**src/hw/rtl/ddrf_pkg.sv**
```systemverilog
// ddrf_pkg: shared widths, mode codes, register indexes and reset values
// for the destination rectangle fit block
// no dependencies
package ddrf_pkg;

  // fixed field widths
  localparam int MODE_W    = 2;
  localparam int RATIO_W   = 24;
  localparam int FACTOR_W  = 5;
  localparam int OUT_W     = 16;
  localparam int CFG_IDX_W = 3;
  localparam int OUT_MAX   = 65535;

  // fit mode codes
  localparam logic [MODE_W-1:0] MODE_INTEGER = 2'd0;
  localparam logic [MODE_W-1:0] MODE_STRETCH = 2'd1;
  localparam logic [MODE_W-1:0] MODE_FIT     = 2'd2;

  // configuration register indexes
  localparam logic [CFG_IDX_W-1:0] REG_FIT_MODE   = 3'd0;
  localparam logic [CFG_IDX_W-1:0] REG_ASPECT     = 3'd1;
  localparam logic [CFG_IDX_W-1:0] REG_SRC_WIDTH  = 3'd2;
  localparam logic [CFG_IDX_W-1:0] REG_SRC_HEIGHT = 3'd3;
  localparam logic [CFG_IDX_W-1:0] REG_INT_FACTOR = 3'd4;

  // register reset values
  localparam logic [MODE_W-1:0]   RST_FIT_MODE   = MODE_STRETCH;
  localparam logic [RATIO_W-1:0]  RST_ASPECT     = 24'd87381;
  localparam int                  RST_SRC_WIDTH  = 320;
  localparam int                  RST_SRC_HEIGHT = 240;
  localparam logic [FACTOR_W-1:0] RST_INT_FACTOR = 5'd1;

endpackage

```
**src/hw/rtl/ddrf_front.sv**
```systemverilog
// ddrf_front: first pipeline stage, aspect multiply, integer scale products
// and divider setup for the height-from-width quotient
// depends on ddrf_pkg
module ddrf_front
  import ddrf_pkg::*;
#(
  parameter int DIM_BITS  = 12,
  parameter int FRAC_BITS = 16
) (
  input  logic                                    clk,
  input  logic                                    rst,
  input  logic                                    load,
  input  logic                                    in_valid,
  input  logic [DIM_BITS-1:0]                     dw,
  input  logic [DIM_BITS-1:0]                     dh,
  input  logic [RATIO_W-1:0]                      aspect,
  input  logic [DIM_BITS-1:0]                     src_w,
  input  logic [DIM_BITS-1:0]                     src_h,
  input  logic [FACTOR_W-1:0]                     factor,
  output logic                                    out_valid,
  output logic [RATIO_W:0]                        rem,
  output logic [DIM_BITS-1:0]                     quo,
  output logic [DIM_BITS-1:0]                     o_dw,
  output logic [DIM_BITS-1:0]                     o_dh,
  output logic [DIM_BITS+RATIO_W-FRAC_BITS-1:0]   fitw,
  output logic [DIM_BITS+FACTOR_W-1:0]            iw,
  output logic [DIM_BITS+FACTOR_W-1:0]            ih
);

  localparam int PROD_W = DIM_BITS + RATIO_W;
  localparam int NUM_W  = DIM_BITS + FRAC_BITS;
  localparam int REM_W  = RATIO_W + 1;
  localparam int ISZ_W  = DIM_BITS + FACTOR_W;

  logic [PROD_W-1:0] prod;
  logic [NUM_W-1:0]  num;

  // width from height, dh * aspect
  assign prod = PROD_W'(dh) * PROD_W'(aspect);

  // dividend dw << FRAC_BITS, top part seeds the remainder
  assign num = {dw, {FRAC_BITS{1'b0}}};

  // stage valid
  always_ff @(posedge clk) begin
    if (rst) begin
      out_valid <= 1'b0;
    end else if (load) begin
      out_valid <= in_valid;
    end
  end

  // stage payload
  always_ff @(posedge clk) begin
    if (load) begin
      rem  <= REM_W'(num[NUM_W-1:DIM_BITS]);
      quo  <= num[DIM_BITS-1:0];
      o_dw <= dw;
      o_dh <= dh;
      fitw <= prod[PROD_W-1:FRAC_BITS];
      iw   <= ISZ_W'(src_w) * ISZ_W'(factor);
      ih   <= ISZ_W'(src_h) * ISZ_W'(factor);
    end
  end

endmodule

```
**src/hw/rtl/ddrf_div_stage.sv**
```systemverilog
// ddrf_div_stage: one restoring division step, one quotient bit per stage,
// carries the side payload along unchanged
// depends on ddrf_pkg
module ddrf_div_stage
  import ddrf_pkg::*;
#(
  parameter int DIM_BITS = 12,
  parameter int SIDE_W   = 8
) (
  input  logic                clk,
  input  logic                rst,
  input  logic                load,
  input  logic                in_valid,
  input  logic [RATIO_W-1:0]  aspect,
  input  logic [RATIO_W:0]    rem_in,
  input  logic [DIM_BITS-1:0] quo_in,
  input  logic [SIDE_W-1:0]   side_in,
  output logic                out_valid,
  output logic [RATIO_W:0]    rem_out,
  output logic [DIM_BITS-1:0] quo_out,
  output logic [SIDE_W-1:0]   side_out
);

  logic [RATIO_W:0] trial;
  logic [RATIO_W:0] diff;
  logic             ge;

  // shift in next dividend bit, compare and subtract
  assign trial = {rem_in[RATIO_W-1:0], quo_in[DIM_BITS-1]};
  assign diff  = trial - {1'b0, aspect};
  assign ge    = trial >= {1'b0, aspect};

  // stage valid
  always_ff @(posedge clk) begin
    if (rst) begin
      out_valid <= 1'b0;
    end else if (load) begin
      out_valid <= in_valid;
    end
  end

  // stage payload, quotient bit enters at the bottom
  always_ff @(posedge clk) begin
    if (load) begin
      rem_out  <= ge ? diff : trial;
      quo_out  <= {quo_in[DIM_BITS-2:0], ge};
      side_out <= side_in;
    end
  end

endmodule

```
**src/hw/rtl/ddrf_select.sv**
```systemverilog
// ddrf_select: picks destination width and height for the current mode,
// with integer saturation and the fit-mode overflow test
// depends on ddrf_pkg
module ddrf_select
  import ddrf_pkg::*;
#(
  parameter int DIM_BITS  = 12,
  parameter int FRAC_BITS = 16
) (
  input  logic                                    clk,
  input  logic                                    rst,
  input  logic                                    load,
  input  logic                                    in_valid,
  input  logic [MODE_W-1:0]                       mode,
  input  logic [DIM_BITS-1:0]                     dw,
  input  logic [DIM_BITS-1:0]                     dh,
  input  logic [DIM_BITS+RATIO_W-FRAC_BITS-1:0]   fitw,
  input  logic [DIM_BITS+FACTOR_W-1:0]            iw,
  input  logic [DIM_BITS+FACTOR_W-1:0]            ih,
  input  logic [DIM_BITS-1:0]                     quo,
  output logic                                    out_valid,
  output logic [DIM_BITS-1:0]                     o_dw,
  output logic [DIM_BITS-1:0]                     o_dh,
  output logic [OUT_W-1:0]                        w,
  output logic [OUT_W-1:0]                        h
);

  localparam int FITW_W = DIM_BITS + RATIO_W - FRAC_BITS;

  logic             wide;
  logic [OUT_W-1:0] iw_sat;
  logic [OUT_W-1:0] ih_sat;
  logic [OUT_W-1:0] w_next;
  logic [OUT_W-1:0] h_next;

  // fitted width wider than the display
  assign wide = fitw > FITW_W'(dw);

  // integer sizes saturate at the output range
  assign iw_sat = (32'(iw) > 32'(OUT_MAX)) ? OUT_W'(OUT_MAX) : OUT_W'(iw);
  assign ih_sat = (32'(ih) > 32'(OUT_MAX)) ? OUT_W'(OUT_MAX) : OUT_W'(ih);

  // mode select, unused mode code acts as stretch
  always_comb begin
    case (mode)
      MODE_INTEGER: begin
        w_next = iw_sat;
        h_next = ih_sat;
      end
      MODE_FIT: begin
        if (wide) begin
          w_next = OUT_W'(dw);
          h_next = OUT_W'(quo);
        end else begin
          w_next = OUT_W'(fitw);
          h_next = OUT_W'(dh);
        end
      end
      default: begin
        w_next = OUT_W'(dw);
        h_next = OUT_W'(dh);
      end
    endcase
  end

  // stage valid
  always_ff @(posedge clk) begin
    if (rst) begin
      out_valid <= 1'b0;
    end else if (load) begin
      out_valid <= in_valid;
    end
  end

  // stage payload
  always_ff @(posedge clk) begin
    if (load) begin
      o_dw <= dw;
      o_dh <= dh;
      w    <= w_next;
      h    <= h_next;
    end
  end

endmodule

```
**src/hw/rtl/ddrf_center.sv**
```systemverilog
// ddrf_center: centering offsets, halved toward zero, and the output register
// depends on ddrf_pkg
module ddrf_center
  import ddrf_pkg::*;
#(
  parameter int DIM_BITS = 12
) (
  input  logic                 clk,
  input  logic                 rst,
  input  logic                 load,
  input  logic                 in_valid,
  input  logic [DIM_BITS-1:0]  dw,
  input  logic [DIM_BITS-1:0]  dh,
  input  logic [OUT_W-1:0]     w,
  input  logic [OUT_W-1:0]     h,
  output logic                 out_valid,
  output logic [4*OUT_W-1:0]   tdata
);

  localparam int DIFF_W = OUT_W + 2;

  logic signed [DIFF_W-1:0] dx;
  logic signed [DIFF_W-1:0] dy;
  logic signed [DIFF_W-1:0] hx;
  logic signed [DIFF_W-1:0] hy;
  logic signed [DIFF_W-1:0] x;
  logic signed [DIFF_W-1:0] y;

  // free space on each axis, negative when the image overflows
  assign dx = $signed(DIFF_W'(dw)) - $signed(DIFF_W'(w));
  assign dy = $signed(DIFF_W'(dh)) - $signed(DIFF_W'(h));

  // halve toward zero: bias negatives by one before the arithmetic shift
  assign hx = dx + $signed(DIFF_W'(dx[DIFF_W-1]));
  assign hy = dy + $signed(DIFF_W'(dy[DIFF_W-1]));
  assign x  = hx >>> 1;
  assign y  = hy >>> 1;

  // output valid
  always_ff @(posedge clk) begin
    if (rst) begin
      out_valid <= 1'b0;
    end else if (load) begin
      out_valid <= in_valid;
    end
  end

  // output beat
  always_ff @(posedge clk) begin
    if (load) begin
      tdata <= {h, w, y[OUT_W-1:0], x[OUT_W-1:0]};
    end
  end

endmodule

```
**src/hw/rtl/display_dest_rect_fit.sv**
```systemverilog
// Destination rectangle fit: one display size in, one rectangle (x, y, width,
// height) out, in integer, stretch or keep-aspect mode. The block is a
// pipeline of DIM_BITS+3 stages (15 at the default): one multiply stage, one
// restoring divider stage per quotient bit for the height-from-width quotient,
// a mode select stage and a centering stage that is also the output register.
// It takes one beat per clock while the output is not held; a stage holds its
// beat only while it and every stage ahead are full and m_tready is low, so
// bubbles close up under backpressure. The user must see that configuration is
// written only while no beat is in flight; the block does not enforce it.
// depends on ddrf_pkg, ddrf_front, ddrf_div_stage, ddrf_select, ddrf_center
module display_dest_rect_fit
  import ddrf_pkg::*;
#(
  parameter int DIM_BITS  = 12,
  parameter int FRAC_BITS = 16
) (
  input  logic                                   clk,
  input  logic                                   rst,
  // input beat
  input  logic                                   s_tvalid,
  output logic                                   s_tready,
  // device_width, device_height, zero fill to bytes
  input  logic [((2*DIM_BITS+7)/8)*8-1:0]        s_tdata,
  // result beat
  output logic                                   m_tvalid,
  input  logic                                   m_tready,
  // rect_x, rect_y, rect_width, rect_height
  output logic [4*OUT_W-1:0]                     m_tdata,
  // configuration writes
  input  logic                                   cfg_valid,
  output logic                                   cfg_ready,
  input  logic [CFG_IDX_W-1:0]                   cfg_index,
  input  logic [RATIO_W-1:0]                     cfg_data
);

  localparam int NST    = DIM_BITS + 3;
  localparam int REM_W  = RATIO_W + 1;
  localparam int FITW_W = DIM_BITS + RATIO_W - FRAC_BITS;
  localparam int ISZ_W  = DIM_BITS + FACTOR_W;
  localparam int SIDE_W = 2*DIM_BITS + FITW_W + 2*ISZ_W;
  localparam int SEL_ST = DIM_BITS + 1;

  // configuration registers
  logic [MODE_W-1:0]   fit_mode;
  logic [RATIO_W-1:0]  aspect_ratio;
  logic [DIM_BITS-1:0] source_width;
  logic [DIM_BITS-1:0] source_height;
  logic [FACTOR_W-1:0] integer_factor;

  // pipeline control
  logic [NST-1:0] vld;
  logic [NST-1:0] ld;

  // front stage outputs
  logic [DIM_BITS-1:0] f_dw;
  logic [DIM_BITS-1:0] f_dh;
  logic [FITW_W-1:0]   f_fitw;
  logic [ISZ_W-1:0]    f_iw;
  logic [ISZ_W-1:0]    f_ih;

  // divider chain
  logic [REM_W-1:0]    rem_s  [DIM_BITS+1];
  logic [DIM_BITS-1:0] quo_s  [DIM_BITS+1];
  logic [SIDE_W-1:0]   side_s [DIM_BITS+1];

  // divider tail unpacked
  logic [DIM_BITS-1:0] d_dw;
  logic [DIM_BITS-1:0] d_dh;
  logic [FITW_W-1:0]   d_fitw;
  logic [ISZ_W-1:0]    d_iw;
  logic [ISZ_W-1:0]    d_ih;

  // select stage outputs
  logic [DIM_BITS-1:0] s_dw;
  logic [DIM_BITS-1:0] s_dh;
  logic [OUT_W-1:0]    s_w;
  logic [OUT_W-1:0]    s_h;

  // configuration port
  assign cfg_ready = 1'b1;

  always_ff @(posedge clk) begin
    if (rst) begin
      fit_mode       <= RST_FIT_MODE;
      aspect_ratio   <= RST_ASPECT;
      source_width   <= DIM_BITS'(RST_SRC_WIDTH);
      source_height  <= DIM_BITS'(RST_SRC_HEIGHT);
      integer_factor <= RST_INT_FACTOR;
    end else if (cfg_valid) begin
      case (cfg_index)
        REG_FIT_MODE:   fit_mode       <= cfg_data[MODE_W-1:0];
        REG_ASPECT:     aspect_ratio   <= cfg_data;
        REG_SRC_WIDTH:  source_width   <= cfg_data[DIM_BITS-1:0];
        REG_SRC_HEIGHT: source_height  <= cfg_data[DIM_BITS-1:0];
        REG_INT_FACTOR: integer_factor <= cfg_data[FACTOR_W-1:0];
        default: ;
      endcase
    end
  end

  // a stage loads when it or any stage ahead of it has room, or when m_tready is high
  for (genvar i = 0; i < NST; i++) begin : g_load
    assign ld[i] = ~(&vld[NST-1:i]) | m_tready;
  end

  assign s_tready = ld[0];
  assign m_tvalid = vld[NST-1];

  // multiply stage
  ddrf_front #(
    .DIM_BITS  (DIM_BITS),
    .FRAC_BITS (FRAC_BITS)
  ) u_front (
    .clk       (clk),
    .rst       (rst),
    .load      (ld[0]),
    .in_valid  (s_tvalid),
    .dw        (s_tdata[DIM_BITS-1:0]),
    .dh        (s_tdata[2*DIM_BITS-1:DIM_BITS]),
    .aspect    (aspect_ratio),
    .src_w     (source_width),
    .src_h     (source_height),
    .factor    (integer_factor),
    .out_valid (vld[0]),
    .rem       (rem_s[0]),
    .quo       (quo_s[0]),
    .o_dw      (f_dw),
    .o_dh      (f_dh),
    .fitw      (f_fitw),
    .iw        (f_iw),
    .ih        (f_ih)
  );

  assign side_s[0] = {f_ih, f_iw, f_fitw, f_dh, f_dw};

  // divider stages, one quotient bit each
  for (genvar k = 0; k < DIM_BITS; k++) begin : g_div
    ddrf_div_stage #(
      .DIM_BITS (DIM_BITS),
      .SIDE_W   (SIDE_W)
    ) u_div (
      .clk       (clk),
      .rst       (rst),
      .load      (ld[k+1]),
      .in_valid  (vld[k]),
      .aspect    (aspect_ratio),
      .rem_in    (rem_s[k]),
      .quo_in    (quo_s[k]),
      .side_in   (side_s[k]),
      .out_valid (vld[k+1]),
      .rem_out   (rem_s[k+1]),
      .quo_out   (quo_s[k+1]),
      .side_out  (side_s[k+1])
    );
  end

  assign {d_ih, d_iw, d_fitw, d_dh, d_dw} = side_s[DIM_BITS];

  // mode select stage
  ddrf_select #(
    .DIM_BITS  (DIM_BITS),
    .FRAC_BITS (FRAC_BITS)
  ) u_select (
    .clk       (clk),
    .rst       (rst),
    .load      (ld[SEL_ST]),
    .in_valid  (vld[SEL_ST-1]),
    .mode      (fit_mode),
    .dw        (d_dw),
    .dh        (d_dh),
    .fitw      (d_fitw),
    .iw        (d_iw),
    .ih        (d_ih),
    .quo       (quo_s[DIM_BITS]),
    .out_valid (vld[SEL_ST]),
    .o_dw      (s_dw),
    .o_dh      (s_dh),
    .w         (s_w),
    .h         (s_h)
  );

  // centering stage and output register
  ddrf_center #(
    .DIM_BITS (DIM_BITS)
  ) u_center (
    .clk       (clk),
    .rst       (rst),
    .load      (ld[NST-1]),
    .in_valid  (vld[SEL_ST]),
    .dw        (s_dw),
    .dh        (s_dh),
    .w         (s_w),
    .h         (s_h),
    .out_valid (vld[NST-1]),
    .tdata     (m_tdata)
  );

`ifndef SYNTHESIS
  // an accepted beat lands in the front stage
  a_accept_fills_front: assert property (@(posedge clk) disable iff (rst)
    s_tvalid && s_tready |=> vld[0])
    else $error("accepted beat missing from front stage");

  // input stalls only when every stage is full and the output is held
  a_stall_only_when_full: assert property (@(posedge clk) disable iff (rst)
    !s_tready |-> (&vld) && !m_tready)
    else $error("input stalled with room in the pipeline");

  // an empty output register never blocks the input
  a_empty_out_takes: assert property (@(posedge clk) disable iff (rst)
    !m_tvalid |-> s_tready)
    else $error("input stalled with empty output register");
`endif

endmodule
```
**config.mk**
```make
export PLATFORM = sky130hd
export DESIGN_NAME = display_dest_rect_fit
export DESIGN_NICKNAME = d
export VERILOG_FILES = /design/src/hw/rtl/ddrf_pkg.sv /design/src/hw/rtl/ddrf_front.sv /design/src/hw/rtl/ddrf_div_stage.sv /design/src/hw/rtl/ddrf_select.sv /design/src/hw/rtl/ddrf_center.sv /design/src/hw/rtl/display_dest_rect_fit.sv
export SDC_FILE = /design/constraint.sdc
export NUM_CORES = 2
export LEC_CHECK = 0
export BUFFER_PORTS_ARGS = -buffer_cell sky130_fd_sc_hd__buf_2
export CELL_PAD_IN_SITES_DETAIL_PLACEMENT = 1
export CELL_PAD_IN_SITES_GLOBAL_PLACEMENT = 1
export CORE_UTILIZATION = 53
export CTS_CLUSTER_SIZE = 25
export DETAILED_ROUTE_END_ITERATION = 10
export PLACE_DENSITY_LB_ADDON = 0.1
export SLEW_MARGIN = 25
export SYNTH_ARGS = -nofsm -noshare
export SYNTH_HDL_FRONTEND = slang
export SYNTH_SLANG_ARGS = --single-unit
```
**constraint.sdc**
```tcl
create_clock -name clk -period 12.1 [get_ports clk]
set_input_delay 0.605 -clock clk [delete_from_list [all_inputs] [get_ports clk]]
set_output_delay 0.605 -clock clk [all_outputs]
set_load 0.05 [all_outputs]
```
==> results.sh <==
export IMPL_grt_pass1_vias=46693
export IMPL_endpoint_kind="flop"
export IMPL_clk_insertion_delay_late_ps=790
export IMPL_rsz0062_at_grt="no"
export IMPL_worst_ep_arrival_time_ps=7140
export IMPL_fin_skew_ps=50.7
export IMPL_yosys_area_top_type="edfxtp_1"
export IMPL_drc_errors=0
export IMPL_worst_ep_required_time_ps=12620
export IMPL_nNetsFinal=6580
export IMPL_grt_overflow=0
export IMPL_yosys_warnings=0
export IMPL_drt_initial_drc_count=2443
export IMPL_tightest_slew_ps=980
export IMPL_fin_crit_ps=6620
export IMPL_ys_top_cells_by_count="edfxtp_1, nand2_1, ha_1"
export IMPL_num_vias=43875
export IMPL_drt_pass1_iterations=5
export IMPL_ys_ff_latch=1546
export IMPL_status="completed"
export IMPL_relSlewSlack_pct=34.7
export IMPL_hpwlAfterDp_um=125000
export IMPL_synth_area_leaders="edfxtp_1, fa_1, ha_1, nand2_1, xnor2_1"
export IMPL_grt_total_usage_pct=23.9
export IMPL_tns_ps=0
export IMPL_finalHoldViolCount=0
export IMPL_dp_slack_ps=5220
export IMPL_post_route_util_pct=59.5
export IMPL_grt_start_max_net_pins=75
export IMPL_cts_max_level=4
export IMPL_ir_drop_mv=0.140
export IMPL_synth_area_mm2=0.0764
export IMPL_cts_clk_slew_worst_paths_ps=60
export IMPL_post_cts_buffers=0
export IMPL_cts_root_buffer="clkbuf_16"
export IMPL_initial_utilization_pct=53.7
export IMPL_synth_main_ff_cell="edfxtp_1"
export IMPL_ant_nets=0
export IMPL_hold_path_class="input port to flop"
export IMPL_synth_cells=5572
export IMPL_cts_tree="yes"
export IMPL_wl_um=173000
export IMPL_die_w_um=382
export IMPL_synth_cell_types=89
export IMPL_areaGrowthSynthToFinish_pct=10.8
export IMPL_start_kind="flop"
export IMPL_io_buffers=121
export IMPL_vias_per_cell=5.61
export IMPL_die_area_mm2=0.146
export IMPL_ys_seq_area_share_pct=59.8
export IMPL_cts_made_buffers=158
export IMPL_gp_congestion=0.854
export IMPL_cts_repair_resized=0
export IMPL_yosysMostFrequentCell="edfxtp_1"
export IMPL_slew_violations=0
export IMPL_grt_pass1_wl_um=267000
export IMPL_cts_sinks=1546
export IMPL_core_area_mm2=0.142
export IMPL_antenna_found_initial=1
export IMPL_async_flop_share_pct=0
export IMPL_final_setup_worst_slack_ps=5480
export IMPL_worstSetupPathType="flop to flop"
export IMPL_power_density_mw_per_mm2=222
export IMPL_setup_violations=0
export IMPL_maxCapViolations=0
export IMPL_wl_per_cell_um=22.1
export IMPL_synth_edff_count=1476
export IMPL_critPathMaxFanout=14
export IMPL_die_height_um=382
export IMPL_ios=123
export IMPL_synth_top_area_share_pct=58.0
export IMPL_fmax_mhz=151
export IMPL_drive_above_1_share_pct=10.5
export IMPL_holdBufCountCts=22
export IMPL_clockBufferDepth=3
export IMPL_power_leakage_uw=0.0346
export IMPL_period_share_pct=54.7
export IMPL_row_count=138
export IMPL_syn_area_per_cell_um2=13.7
[flip-flops by register name, indices dropped and copies added (netlist names), 16 cells and up]
signal and count:
u_center.tdata 64, aspect_ratio 24, u_front.iw 17, g_div.u_div.quo_out 78
g_div.u_div.side_out 936, u_front.fitw 20, u_select.h 16, g_div.u_div.rem_out 264
u_front.ih 17, u_select.w 16
[path summary, 6_finish.rpt]
| kind | from | end | slack [ps] | cells past startpoint |
|---|---|---|---|---|
| hold reg to reg | g_div[4].u_div.side_out[29] | g_div[5].u_div.side_out[29] | 390 | 0 |
| hold / removal | cfg_data[18] | aspect_ratio[18] | 90 | 3 |
| setup / recovery | aspect_ratio[11] | u_front.fitw[17] | 5480 | 18 |
| setup reg to reg | aspect_ratio[11] | u_front.fitw[17] | 5480 | 18 |
[layout make-up]
class	count	area, um2
inverter	398	1510
clock buffer	196	4110
fill	13805	57600
tap	1890	2360
multi-input combinational	3493	28700
timing repair buffer	202	1270
antenna	1	2.50
sequential	1546	45700
clock inverter	95	1040
[routing by layer]
| metal | routed length (um) | share of wire [%] | global-route usage [%] | vias up |
|---|---|---|---|---|
| li1 | - | - | - | 20683 |
| met5 | 0 | 0 | 0 | - |
| met4 | 5510 | 3.2 | 8.31 | 0 |
| met3 | 7350 | 4.3 | 3.75 | 275 |
| met2 | 82400 | 48 | 39.7 | 893 |
| met1 | 77300 | 45 | 32.1 | 22024 |
[cell families (layout without fill, tap and decap cells)]
| kind of cell | Yosys count | in the layout | synth area share [%] |
|---|---|---|---|
| compound gates | 955 | 955 | 8.28 |
| xor+xnor | 304 | 304 | 3.48 |
| fa+ha+maj | 725 | 725 | 14.7 |
| buf+inv | 535 | 891 | 2.74 |
| flops | 1546 | 1546 | 59.8 |
| mux | 177 | 177 | 2.63 |
| other cells | 2 | 5 | 0.00983 |
| simple gates | 1328 | 1328 | 8.30 |
[report_power, final]
group	switching, uW	total [uW]	leakage (uW)	internal (uW)
sequential	531	7850	0.0168	7320
combinational	3460	6220	0.0153	2770
clock	2070	4760	0.00246	2690
[per-stage QoR]
| stage | cells | power [uW] | hold WS [ps] | instance area (um2) |
|---|---|---|---|---|
| 6_report | 7821 | 18800 | 90.9 | 84700 |
| 5_1_grt | 7820 | 19900 | 38.7 | 84700 |
| 3_5_place_dp | 7506 | 14100 | 405 | 79300 |
| 2_1_floorplan | 5574 | 12400 | 400 | 76400 |
| 4_1_cts | 7819 | 19000 | 18.4 | 84700 |
| 3_3_place_gp | 7506 | 13800 | 401 | 79300 |
[worst max-delay path, cell delays in order (launching register included)]
cell	delay [ps]
dfxtp_1	780
nand2_1	170
fa_1	530
fa_1	550
fa_1	460
fa_1	540
fa_1	570
inv_1	50
ha_1	330
a211oi_1	360
nand2_1	160
a311o_1	390
o211ai_1	170
nand2_1	120
o211ai_1	310
o21ai_0	210
a31o_2	290
a21oi_1	250
xnor2_1	110
[layout by cell type (no fill, tap or decap), types with 18 or more instances in the layout]
master,synthesis,final
nor3_1,68,68
edfxtp_1,1476,1476
nand2_1,498,494
inv_1,396,388
dfxtp_1,70,69
clkbuf_16,0,158
fa_1,291,291
clkbuf_1,109,37
o21ai_0,143,143
nand4_1,42,42
buf_4,6,58
xnor2_1,206,206
buf_2,11,122
a221o_1,32,32
nand2b_1,38,38
xor2_1,98,98
a211oi_1,29,29
a31oi_1,32,32
a21o_1,111,111
mux2_2,147,147
clkinv_2,0,19
nor2_1,254,251
a21oi_1,306,306
o21a_1,75,75
mux2i_1,18,18
clkinv_1,0,32
dlygate4sd3_1,0,22
and3_1,30,30
nor2b_1,59,59
o21bai_1,40,40
o211ai_1,25,25
nand3_1,71,70
or3_1,20,20
ha_1,434,434
and2_1,168,168
a22o_1,25,25
(Power assumes the default switching activity.)
